--- config.mk ---
export PLATFORM = sky130hd
export DESIGN_NAME = sorted_table_insert_delete_search
export DESIGN_NICKNAME = d
export VERILOG_FILES = /design/src/hdl/sti_pkg.sv /design/src/hdl/sorted_table_insert_delete_search.sv /design/src/hdl/sti_mem.sv /design/src/hdl/sti_ctrl.sv
export VERILOG_INCLUDE_DIRS = /design/src /design/src/hdl
export SDC_FILE = /design/constraint.sdc
export NUM_CORES = 1
export LEC_CHECK = 0
export ABC_AREA = 0
export BUFFER_PORTS_ARGS = -buffer_cell sky130_fd_sc_hd__buf_2
export CAP_MARGIN = 20
export CORE_MARGIN = 4
export CORE_UTILIZATION = 59
export CTS_CLUSTER_SIZE = 28
export DETAILED_ROUTE_END_ITERATION = 8
export HOLD_SLACK_MARGIN = 0.15
export PLACE_DENSITY_LB_ADDON = 0.3
export SLEW_MARGIN = 25
export SYNTH_ARGS = -nofsm -noshare
export SYNTH_HDL_FRONTEND = slang
export SYNTH_HIERARCHICAL = 1
export SYNTH_SLANG_ARGS = --single-unit
export TNS_END_PERCENT = 100
--- constraint.sdc ---
create_clock -name clock -period 6.1 [get_ports clock]
set_input_delay 0.61 -clock clock [delete_from_list [all_inputs] [get_ports clock]]
set_output_delay 0.61 -clock clock [all_outputs]
set_load 0.005 [all_outputs]
--- src/hdl/assert_macros.svh ---
`ifndef ASSERT_MACROS_SVH
`define ASSERT_MACROS_SVH

// Checked at every rising edge of clock, muted while reset is high.
`define STI_ASSERT(label, prop, msg) \
   label: assert property (@(posedge clock) disable iff (reset) (prop)) else $error(msg);

// Checked at every rising edge of clock, reset included.
`define STI_ASSERT_ALWAYS(label, prop, msg) \
   label: assert property (@(posedge clock) (prop)) else $error(msg);

`endif

--- src/hdl/sti_pkg.sv ---
`timescale 1ns / 1ps
`default_nettype none

package sti_pkg;

   localparam int REQ_W    = 2;
   localparam int VAL_W    = 32;
   localparam int STATUS_W = 3;
   localparam int COUNT_W  = 5;

   localparam logic [REQ_W-1:0] REQ_INSERT = 2'd0;
   localparam logic [REQ_W-1:0] REQ_DELETE = 2'd1;
   localparam logic [REQ_W-1:0] REQ_SEARCH = 2'd2;

   localparam logic [STATUS_W-1:0] STS_INSERTED = 3'd0;
   localparam logic [STATUS_W-1:0] STS_DELETED  = 3'd1;
   localparam logic [STATUS_W-1:0] STS_FOUND    = 3'd2;
   localparam logic [STATUS_W-1:0] STS_ABSENT   = 3'd3;
   localparam logic [STATUS_W-1:0] STS_FULL     = 3'd4;

   typedef struct packed {
      logic [STATUS_W-1:0] status;
      logic [COUNT_W-1:0]  count;
   } sti_rsp_type;

   typedef enum logic [4:0] {
      S_IDLE = 5'b00001,
      S_INS  = 5'b00010,
      S_PUT  = 5'b00100,
      S_SCAN = 5'b01000,
      S_FIN  = 5'b10000
   } sti_state_type;

endpackage

`default_nettype wire

--- src/hdl/sorted_table_insert_delete_search.sv ---
// Sorted table of signed 32-bit values, held in one memory with a registered read.
// A full-table insert, an empty table or an unused code is answered without reading the
// memory; otherwise the entries are read in turn, with one more step (S_PUT) for an insert
// at the head. One request at a time: the next is accepted only after the result leaves
// the controller; the linear walk, one entry per cycle, sets the rate.
// Reset (synchronous, active high) empties the table at once; stored values need no clearing.
`timescale 1ns / 1ps
`default_nettype none

module sorted_table_insert_delete_search
   import sti_pkg::*;
#(
   parameter int CAPACITY = 16
) (
   input  wire logic        clock,
   input  wire logic        reset,
   input  wire logic        req_tvalid,
   output logic             req_tready,
   input  wire logic [31:0] req_tdata,   // [31:0] value
   input  wire logic [1:0]  req_tuser,   // [1:0] req_type
   output logic             rsp_tvalid,
   input  wire logic        rsp_tready,
   output logic [7:0]       rsp_tdata    // [2:0] status, [7:3] count
);

   localparam int IW = $clog2(CAPACITY);

   logic                    done_valid;
   logic                    slot_free;
   sti_rsp_type             done_rsp;
   logic                    mem_rd_en;
   logic [IW-1:0]           mem_rd_addr;
   logic signed [VAL_W-1:0] mem_rd_data;
   logic                    mem_wr_en;
   logic [IW-1:0]           mem_wr_addr;
   logic signed [VAL_W-1:0] mem_wr_data;

   logic                    rsp_valid_ff, rsp_valid_in;
   sti_rsp_type             rsp_data_ff, rsp_data_in;

   sti_ctrl #(
      .CAPACITY (CAPACITY)
   ) u_ctrl (
      .clock       (clock),
      .reset       (reset),
      .req_valid   (req_tvalid),
      .req_ready   (req_tready),
      .req_type    (req_tuser),
      .req_value   ($signed(req_tdata)),
      .done_valid  (done_valid),
      .done_ready  (slot_free),
      .done_rsp    (done_rsp),
      .mem_rd_en   (mem_rd_en),
      .mem_rd_addr (mem_rd_addr),
      .mem_rd_data (mem_rd_data),
      .mem_wr_en   (mem_wr_en),
      .mem_wr_addr (mem_wr_addr),
      .mem_wr_data (mem_wr_data)
   );

   sti_mem #(
      .DEPTH (CAPACITY),
      .AW    (IW)
   ) u_mem (
      .clock   (clock),
      .rd_en   (mem_rd_en),
      .rd_addr (mem_rd_addr),
      .rd_data (mem_rd_data),
      .wr_en   (mem_wr_en),
      .wr_addr (mem_wr_addr),
      .wr_data (mem_wr_data)
   );

   // output register: load when empty or when the held result transfers
   assign slot_free = !rsp_valid_ff || rsp_tready;

   always_comb begin
      rsp_valid_in = rsp_valid_ff;
      rsp_data_in  = rsp_data_ff;
      if (slot_free) begin
         rsp_valid_in = done_valid;
         if (done_valid) begin
            rsp_data_in = done_rsp;
         end
      end
   end

   always_ff @(posedge clock) begin
      if (reset) begin
         rsp_valid_ff <= 1'b0;
      end else begin
         rsp_valid_ff <= rsp_valid_in;
      end
   end

   always_ff @(posedge clock) begin
      rsp_data_ff <= rsp_data_in;
   end

   assign rsp_tvalid = rsp_valid_ff;
   assign rsp_tdata  = {rsp_data_ff.count, rsp_data_ff.status};

endmodule

`default_nettype wire

--- src/hdl/sti_mem.sv ---
`timescale 1ns / 1ps
`default_nettype none

module sti_mem
   import sti_pkg::*;
#(
   parameter int DEPTH = 16,
   parameter int AW    = 4
) (
   input  wire logic                    clock,
   input  wire logic                    rd_en,
   input  wire logic [AW-1:0]           rd_addr,
   output logic signed [VAL_W-1:0]      rd_data,
   input  wire logic                    wr_en,
   input  wire logic [AW-1:0]           wr_addr,
   input  wire logic signed [VAL_W-1:0] wr_data
);

   logic signed [VAL_W-1:0] mem_ff [DEPTH];

   always_ff @(posedge clock) begin
      if (wr_en) begin
         mem_ff[wr_addr] <= wr_data;
      end
   end

   always_ff @(posedge clock) begin
      if (rd_en) begin
         rd_data <= mem_ff[rd_addr];
      end
   end

endmodule

`default_nettype wire

--- src/hdl/sti_ctrl.sv ---
`timescale 1ns / 1ps
`default_nettype none
`include "assert_macros.svh"

module sti_ctrl
   import sti_pkg::*;
#(
   parameter int CAPACITY = 16
) (
   input  wire logic                            clock,
   input  wire logic                            reset,
   input  wire logic                            req_valid,
   output logic                                 req_ready,
   input  wire logic [REQ_W-1:0]                req_type,
   input  wire logic signed [VAL_W-1:0]         req_value,
   output logic                                 done_valid,
   input  wire logic                            done_ready,
   output sti_rsp_type                          done_rsp,
   output logic                                 mem_rd_en,
   output logic [$clog2(CAPACITY)-1:0]          mem_rd_addr,
   input  wire logic signed [VAL_W-1:0]         mem_rd_data,
   output logic                                 mem_wr_en,
   output logic [$clog2(CAPACITY)-1:0]          mem_wr_addr,
   output logic signed [VAL_W-1:0]              mem_wr_data
);

   localparam int IW = $clog2(CAPACITY);
   localparam int CW = $clog2(CAPACITY + 1);
   localparam logic [CW-1:0] FULL_COUNT = CW'(CAPACITY);

   sti_state_type           state_ff, state_in;
   logic [CW-1:0]           held_ff, held_in;
   logic [IW-1:0]           idx_ff, idx_in;
   logic                    found_ff, found_in;
   logic [REQ_W-1:0]        op_ff, op_in;
   logic signed [VAL_W-1:0] key_ff, key_in;
   logic [STATUS_W-1:0]     status_ff, status_in;

   logic [IW-1:0]           idx_up;
   logic [IW-1:0]           idx_dn;
   logic                    last_entry;
   logic                    advance;

   assign idx_up     = IW'(idx_ff + 1'b1);
   assign idx_dn     = IW'(idx_ff - 1'b1);
   assign last_entry = (CW'(idx_ff) + CW'(1)) == held_ff;

   assign req_ready  = (state_ff == S_IDLE);
   assign done_valid = (state_ff == S_FIN);
   assign done_rsp   = '{status: status_ff, count: COUNT_W'(held_ff)};

   always_comb begin
      state_in    = state_ff;
      held_in     = held_ff;
      idx_in      = idx_ff;
      found_in    = found_ff;
      op_in       = op_ff;
      key_in      = key_ff;
      status_in   = status_ff;
      advance     = 1'b0;
      mem_rd_en   = 1'b0;
      mem_rd_addr = idx_up;
      mem_wr_en   = 1'b0;
      mem_wr_addr = idx_up;
      mem_wr_data = mem_rd_data;

      case (state_ff)
         S_IDLE: begin
            if (req_valid) begin
               key_in   = req_value;
               op_in    = req_type;
               found_in = 1'b0;
               case (req_type)
                  REQ_INSERT: begin
                     if (held_ff == FULL_COUNT) begin
                        status_in = STS_FULL;
                        state_in  = S_FIN;
                     end else if (held_ff == '0) begin
                        mem_wr_en   = 1'b1;
                        mem_wr_addr = '0;
                        mem_wr_data = req_value;
                        held_in     = CW'(1);
                        status_in   = STS_INSERTED;
                        state_in    = S_FIN;
                     end else begin
                        // walk down from the top entry, shifting as we go
                        mem_rd_en   = 1'b1;
                        mem_rd_addr = IW'(held_ff - 1'b1);
                        idx_in      = IW'(held_ff - 1'b1);
                        state_in    = S_INS;
                     end
                  end
                  REQ_DELETE, REQ_SEARCH: begin
                     if (held_ff == '0) begin
                        status_in = STS_ABSENT;
                        state_in  = S_FIN;
                     end else begin
                        mem_rd_en   = 1'b1;
                        mem_rd_addr = '0;
                        idx_in      = '0;
                        state_in    = S_SCAN;
                     end
                  end
                  default: begin
                     status_in = STS_ABSENT;
                     state_in  = S_FIN;
                  end
               endcase
            end
         end

         S_INS: begin
            mem_wr_en   = 1'b1;
            mem_wr_addr = idx_up;
            if (mem_rd_data >= key_ff) begin
               mem_wr_data = mem_rd_data;
               if (idx_ff == '0) begin
                  state_in = S_PUT;
               end else begin
                  mem_rd_en   = 1'b1;
                  mem_rd_addr = idx_dn;
                  idx_in      = idx_dn;
               end
            end else begin
               mem_wr_data = key_ff;
               held_in     = CW'(held_ff + 1'b1);
               status_in   = STS_INSERTED;
               state_in    = S_FIN;
            end
         end

         S_PUT: begin
            mem_wr_en   = 1'b1;
            mem_wr_addr = '0;
            mem_wr_data = key_ff;
            held_in     = CW'(held_ff + 1'b1);
            status_in   = STS_INSERTED;
            state_in    = S_FIN;
         end

         S_SCAN: begin
            if (op_ff == REQ_DELETE) begin
               if (found_ff || (mem_rd_data == key_ff)) begin
                  if (found_ff) begin
                     // close the gap left by the removed entry
                     mem_wr_en   = 1'b1;
                     mem_wr_addr = idx_dn;
                     mem_wr_data = mem_rd_data;
                  end
                  found_in = 1'b1;
                  if (last_entry) begin
                     held_in   = CW'(held_ff - 1'b1);
                     status_in = STS_DELETED;
                     state_in  = S_FIN;
                  end else begin
                     advance = 1'b1;
                  end
               end else if ((mem_rd_data > key_ff) || last_entry) begin
                  status_in = STS_ABSENT;
                  state_in  = S_FIN;
               end else begin
                  advance = 1'b1;
               end
            end else begin
               if (mem_rd_data == key_ff) begin
                  status_in = STS_FOUND;
                  state_in  = S_FIN;
               end else if ((mem_rd_data > key_ff) || last_entry) begin
                  status_in = STS_ABSENT;
                  state_in  = S_FIN;
               end else begin
                  advance = 1'b1;
               end
            end
            if (advance) begin
               mem_rd_en   = 1'b1;
               mem_rd_addr = idx_up;
               idx_in      = idx_up;
            end
         end

         S_FIN: begin
            if (done_ready) begin
               state_in = S_IDLE;
            end
         end

         default: begin
            state_in = S_IDLE;
         end
      endcase
   end

   always_ff @(posedge clock) begin
      if (reset) begin
         state_ff <= S_IDLE;
         held_ff  <= '0;
      end else begin
         state_ff <= state_in;
         held_ff  <= held_in;
      end
   end

   always_ff @(posedge clock) begin
      idx_ff    <= idx_in;
      found_ff  <= found_in;
      op_ff     <= op_in;
      key_ff    <= key_in;
      status_ff <= status_in;
   end

   `STI_ASSERT(a_held_bound, held_ff <= FULL_COUNT, "entry count exceeds capacity")
   `STI_ASSERT(a_held_step, ##1 ((held_ff == $past(held_ff)) || (held_ff == CW'($past(held_ff) + 1'b1)) || (held_ff == CW'($past(held_ff) - 1'b1))), "entry count moved by more than one")
   `STI_ASSERT(a_search_no_write, (state_ff == S_SCAN && op_ff == REQ_SEARCH) |-> !mem_wr_en, "search modified the table")
   `STI_ASSERT(a_fin_release, (done_valid && done_ready) |=> req_ready, "result handed off but request side still blocked")

endmodule

`default_nettype wire

=== Word-level counts from Yosys, hierarchy flattened ===
Memories as Yosys holds them, arrays and structs flattened. A register that Yosys moved wholly into a read port is not among the register bits.
Index checks and enable logic that the tools add are counted.

* Order comparisons: 2
* Equality and inequality tests: 31
* Reductions and logical operators: 19
* Div/mod/pow operators: 0
* Add/sub/neg operators: 5
* $mul: 0
* Bitwise operators: 0
* Multiplexer cells: 94
* Shift-type cells: 0

{| class="wikitable"
|+ Operators by type and width
! cell !! number
|-
| $mux W32 || 5
|-
| $mux W5 || 20
|-
| $pmux W32 S3 || 1
|-
| $mux W4 || 20
|-
| $eq A32 B32 Y1 || 1
|-
| $ge A32 B32 Y1 || 1
|-
| $gt A32 B32 Y1 || 1
|-
| $mux W3 || 10
|-
| $pmux W5 S5 || 1
|-
| $mux W1 || 24
|-
| $pmux W4 S2 || 3
|-
| $pmux W4 S3 || 2
|-
| $pmux W5 S4 || 1
|-
| $reduce_and A9 Y1 || 2
|-
| $ne A2 B1 Y1 const B || 8
|-
| $ne A3 B3 Y1 const B || 4
|-
| $pmux W3 S4 || 1
|-
| $eq A5 B5 Y1 const B || 2
|-
| $pmux W5 S2 || 1
|-
| $ne A2 B2 Y1 const B || 4
|-
| $reduce_and A4 Y1 || 2
|-
| $pmux W1 S3 || 2
|-
| $pmux W3 S2 || 1
|-
| $reduce_and A6 Y1 || 1
|-
| 27 further kinds || 33
|}

* Memories: 1
* Register bits: 61
* Output and inout bits: 10
* Bits in writable memories: 512
* Logic and storage cells: 162
* Bits in latches: 0
* ROM bits: 0
* Bits of input ports: 38

{| class="wikitable"
|+ Memory list
! name !! depth !! width !! read ports !! clocked after Yosys merged registers in !! wr ports !! line !! text
|-
| u_mem.mem_ff || 16 || 32 || 1 || 1 || 1 || sti_mem.sv:19 || <nowiki>logic signed [VAL_W-1:0] mem_ff [DEPTH];</nowiki>
|}

=== Depth between registers and ports, before layout ===
* Word-level depth: 9
* Depth in mapped cells: 15
* Mapped depth without buffers: 13

=== Modules after synthesis ===
Netlist, hierarchy kept.

{| class="wikitable"
|+ By module, submodules not included
! module !! area each (µm²) !! cells an instance !! sequential area each (µm²) !! times used
|-
| sti_mem || 20,155.6 || 838 || 16,335.7 || 1
|-
| sti_ctrl || 4,294.1 || 490 || 1,461.4 || 1
|-
| sorted_table_insert_delete_search || 295.3 || 13 || 260.2 || 1
|}

=== Least setup slack after synthesis ===
OpenSTA, ideal clock, no wires.

* Kind: reg-to-reg
* Start point: register u_ctrl.held_ff[0]
* End point: memory u_mem.mem_ff[0][0] (enable)
* Period minus slack after synthesis: 5.069 ns
* Stages on the path, launching flop included: 13
* Arrival: 4.608 ns
* Data required time: 5.639 ns
* Setup slack: 1.031 ns
* Buffers on the path: 1
* Library setup time: 0.461 ns
* Path through: dfxtp_1 clkbuf_1 inv_1 ha_1 nand2_1 nor2_1 a31oi_1 a31oi_1 inv_1 a221oi_1 a21oi_1 or3b_2 nor3_1

* Elaborated cells on any way between the ends: 14
* Those cells by class: 1 x eq/ne; 12 x mux; 1 x reduce/logical

{| class="wikitable"
|+ RTL lines
! item !! line !! text
|-
| start: declaration || sti_ctrl.sv:32 || <nowiki>logic [CW-1:0] held_ff, held_in;</nowiki>
|-
| start signal: assignment || sti_ctrl.sv:200 || <nowiki>held_ff <= held_in;</nowiki>
|-
| $logic_not A5 Y1 || sti_ctrl.sv:78 || <nowiki>end else if (held_ff == '0) begin</nowiki>
|-
| $mux W4 || sti_ctrl.sv:78 ||
|-
| $mux W4 (*) || sti_ctrl.sv:75 || <nowiki>if (held_ff == FULL_COUNT) begin</nowiki>
|-
| $mux W4 (*) || sti_ctrl.sv:73 || <nowiki>case (req_type)</nowiki>
|-
| $mux W4 (*) || sti_ctrl.sv:69 || <nowiki>if (req_valid) begin</nowiki>
|-
| $pmux W4 S3 (*) || sti_ctrl.sv:67 || <nowiki>case (state_ff)</nowiki>
|-
| via mem_wr_addr[2] || sorted_table_insert_delete_search.sv:35 || <nowiki>logic [IW-1:0] mem_wr_addr;</nowiki>
|-
| end: declaration || sti_mem.sv:19 ||
|}

Mark *: on every way through the listed nets, which the timed path passes. The rest lies on a longest branch.

=== Worst setup path after layout ===
* Start point: register u_ctrl.state_ff[4]
* End point: memory u_mem.mem_ff[11][7] (enable)

* Elaborated cells on any way between the ends: 9
* Those cells by class: 4 x eq/ne; 4 x mux; 1 x reduce/logical

{| class="wikitable"
|+ RTL lines
! item !! line !! text
|-
| start: declaration || sti_ctrl.sv:31 || <nowiki>sti_state_type state_ff, state_in;</nowiki>
|-
| start signal: assignment || sti_ctrl.sv:199 || <nowiki>state_ff <= state_in;</nowiki>
|-
| $eq A5 B4 Y1 (tied with other cells) || sti_ctrl.sv:67 ||
|-
| $pmux W4 S3 (*) || sti_ctrl.sv:67 ||
|-
| via mem_wr_addr[2] || sorted_table_insert_delete_search.sv:35 ||
|}

Marks and branches as above.

==> flow_metrics.tcl <==
set metrics [dict create \
    required_ns 6.34 \
    path_clk_slew_ns 0.06 \
    relSlewSlack_pct 30.8 \
    io_buffer_count 47 \
    synth_area_per_cell_um2 18.5 \
    hold_viol 0 \
    die_x_um 213 \
    drc 0 \
    area_growth_pct 11.8 \
    holdPathStages 1 \
    cp-start-kind "register" \
    worst_hold_path.endpoint "u_ctrl/key_ff[5]" \
    maxCapViolations 0 \
    grt_max_degree 104 \
    dieArea_um2 45300 \
    start_util_pct 60.2 \
    crit_path_start "u_ctrl/state_ff[4]" \
    clock_tree.root_cell "clkbuf_16" \
    place.gp.congestion 0.936 \
    clkLatencyLatePin_ns 0.61 \
    worst_pin_slew_ns 1.04 \
    core_area_um2 41100 \
    synth_top_area_share_pct 72.1 \
    crit_arrival_ns 4.99 \
    max_stage_delay_ns 0.62 \
    cp_max_fo 22 \
    ctsLongestPathBuffers 3 \
    fp.dieH_um 213 \
    reg2reg_slack_ns 1.35 \
    period_share_pct 77.9 \
    async_reset_ff_share_pct 0 \
    worstHoldStart "req_tdata[5]" \
    top_layer "met4" \
    powerDensity_nw_per_um2 529 \
    worstPathCellList "nor2_1 > nand3_1 > inv_1 > nand3_1 > a31oi_1 > inv_1 > a221oi_1 > a21oi_1 > nand3b_1 > nor2_4 > buf_4" \
    grt_setup_unrepaired "false" \
    fmax_ghz 0.211 \
    first_pass_iters 5 \
    post-dp-hpwl_mm 32.0 \
    ant_nets 0 \
    outcome "finished, final reports clean" \
    yosysSeqAreaShare_pct 73.0 \
    synthCells 1341 \
    num_io_pins 48 \
    fin_crit_ns 4.75 \
    cts_hold_buffers 0 \
    r2r_end "u_mem/mem_ff[11][7]" \
    ys_ff_latch 605 \
    wl_met2_mm 27.0 \
    synth_top_cell_by_area "edfxtp_1" \
    syn-num-nets 1417 \
    reg2reg_depth 11 \
    nets 1499 \
    drt_iter0_drc 1765 \
    antenna_found_initial 0 \
    detail_route.wirelength_mm 56.4 \
    r2r-start "u_ctrl/state_ff[4]" \
    via_count 13400 \
    yosysWarnings 6 \
    cts_tree "done" \
    grt_usage_pct 25.4 \
    setup.worst_path.class "register to register" \
    ctsResizeCount 0 \
    htreeDepth 2 \
    cts_inserted_buffers 58 \
    post_cts_buffers 0 \
    cts_sinks 605 \
    grt_pass1_vias 13500 \
    cpMaxStageDelayCell "inv_1" \
    peakVddDrop_mv 0.627 \
    rows 74 \
    endpoint_kind "register" \
    grt_pass1_wl_mm 84.7 \
    synth_area_um2 24700 \
    setup_viol_count_final 0 \
    viasPerCell 6.72 \
    drive_above_1_share_pct 23.5 \
    wire_per_inst_um 28.2 \
    wl_met1_mm 22.1 \
    fin_setup_tns_ns 0 \
    ys_types 73 \
    slew_violations 0 \
    dr_wl_met3_mm 5.79 \
    num_antenna_cells 0 \
    synth_area_leaders "edfxtp_1 72%, mux4_2 12%, a22oi_1 2.0%" \
    fillers 2642 \
    synth_ff_type "edfxtp_1" \
    grt_remaining_overflow 0 \
    synth-edff-count 594 \
    leakagePower_uw 0.00920 \
    hold_path_class "primary input to register" \
    finClkSkew_ns 0.0238 \
    whs_ns 0.212 \
]
==> critical path: cells and delay by family (launching register included) <==
family / cells / cell delay [ns]
DFF: 1 / 0.33
and+or+nand+nor: 5 / 2.00
AOI/OAI and AO/OA: 3 / 0.77
buffers and inverters: 3 / 1.25
==> per-layer routing <==
| layer | vias up | track usage [%] |
|---|---|---|
| li1 | 5657 | - |
| met1 | 6931 | 37.3 |
| met2 | 733 | 39.7 |
| met3 | 104 | 5.02 |
| met4 | 0 | 7.75 |
| met5 | - | 0 |
==> power by group <==
group	switching [uW]	internal [uW]
registers	163	5600
clock network	1470	1820
logic	3380	2190
total	5020	9620
==> metrics by stage <==
stage	cell area [um^2]	setup WS [ns]	cells	utilization, %	power [uW]
floorplan	24700	1.03	1341	-	9690
global placement	25900	1.60	1894	63.0	11200
detailed placement	25900	1.44	1895	63.1	11300
CTS	27700	1.41	1997	67.3	14600
global route	27700	1.13	1997	67.3	15300
finish	27700	1.35	1997	67.3	14600
==> cells in the mapped netlist, types with 6 or more instances <==
cell      number
ha_1          38
edfxtp_1     594
dfxtp_1       11
o21ai_0       25
nor2b_1        7
a222oi_1      27
a22oi_1       65
inv_1         75
mux4_2       128
nor2_1        41
nand2_1       69
nand3_1       16
buf_1         11
clkbuf_1      35
buf_2         12
buf_4         10
nor3_1        18
nand4_1        8
a31oi_1        6
a21oi_1       40
==> how the worst max path moves through the flow <==
stage | to | depth (start not counted)
floorplan | u_mem/mem_ff[0][0] | 12
global placement | u_mem/mem_ff[10][11] | 8
detailed placement | u_mem/mem_ff[11][11] | 8
CTS | u_mem/mem_ff[11][3] | 8
global route | u_mem/mem_ff[11][3] | 11
finish | u_mem/mem_ff[11][7] | 11
==> state kept, by name, indices dropped and copies added, names as in the netlist <==
name,count
u_ctrl/idx_ff,4
u_ctrl/held_ff,5
u_ctrl/state_ff,5
u_ctrl/found_ff,1
u_mem/mem_ff,512
u_ctrl/key_ff,32
rsp_tdata,8
u_ctrl/op_ff,2
u_mem/rd_data,32
rsp_tvalid,1
u_ctrl/status_ff,3
==> cells by family (layout without fill, tap and decap cells) <==
group | count (synthesis) | after routing | share of synthesized area [%]
xor gates and xnor gates | 9 | 9 | 0.374
and+or+nand+nor | 194 | 194 | 3.87
DFF | 605 | 605 | 73.0
buffers and inverters | 146 | 270 | 2.52
adders and majority gates | 38 | 38 | 1.92
muxes | 130 | 130 | 11.8
AOI/OAI and AO/OA | 219 | 219 | 6.59
==> area by class of cell <==
class,count,area [um^2],area share [%]
multi-input combinational,590,6260,22.6
clock inverter,34,226,0.819
timing repair buffer,93,676,2.44
sequential,605,18100,65.3
tap,532,666,2.41
clock buffer,68,1490,5.38
inverter,75,282,1.02
==> layout by cell type (no fill, tap or decap), types with 3 or more instances in the layout <==
| cell type | synthesis | routed |
|---|---|---|
| a211oi_1 | 3 | 3 |
| a21oi_1 | 40 | 40 |
| a221o_1 | 3 | 3 |
| a221oi_1 | 5 | 5 |
| a222oi_1 | 27 | 27 |
| a22oi_1 | 65 | 65 |
| a31oi_1 | 6 | 6 |
| a32o_1 | 3 | 3 |
| and2_1 | 4 | 3 |
| and3_1 | 5 | 5 |
| buf_12 | 0 | 6 |
| buf_2 | 12 | 47 |
| buf_4 | 10 | 39 |
| clkbuf_1 | 35 | 10 |
| clkbuf_16 | 0 | 58 |
| clkinv_1 | 0 | 14 |
| clkinv_2 | 0 | 14 |
| dfxtp_1 | 11 | 11 |
| edfxtp_1 | 594 | 594 |
| ha_1 | 38 | 38 |
| inv_1 | 75 | 74 |
| mux4_2 | 128 | 128 |
| nand2_1 | 69 | 69 |
| nand2b_1 | 5 | 5 |
| nand3_1 | 16 | 15 |
| nand3b_1 | 5 | 5 |
| nand4_1 | 8 | 8 |
| nor2_1 | 41 | 28 |
| nor2_4 | 0 | 13 |
| nor2b_1 | 7 | 5 |
| nor3_1 | 18 | 14 |
| nor3_2 | 1 | 4 |
| o21a_1 | 3 | 3 |
| o21ai_0 | 25 | 24 |
| o21ai_1 | 4 | 4 |
| o221ai_1 | 4 | 3 |
| o2bb2ai_1 | 4 | 4 |
| xnor2_1 | 4 | 4 |
| xor2_1 | 4 | 4 |
Power figures use the tool's default switching activity.
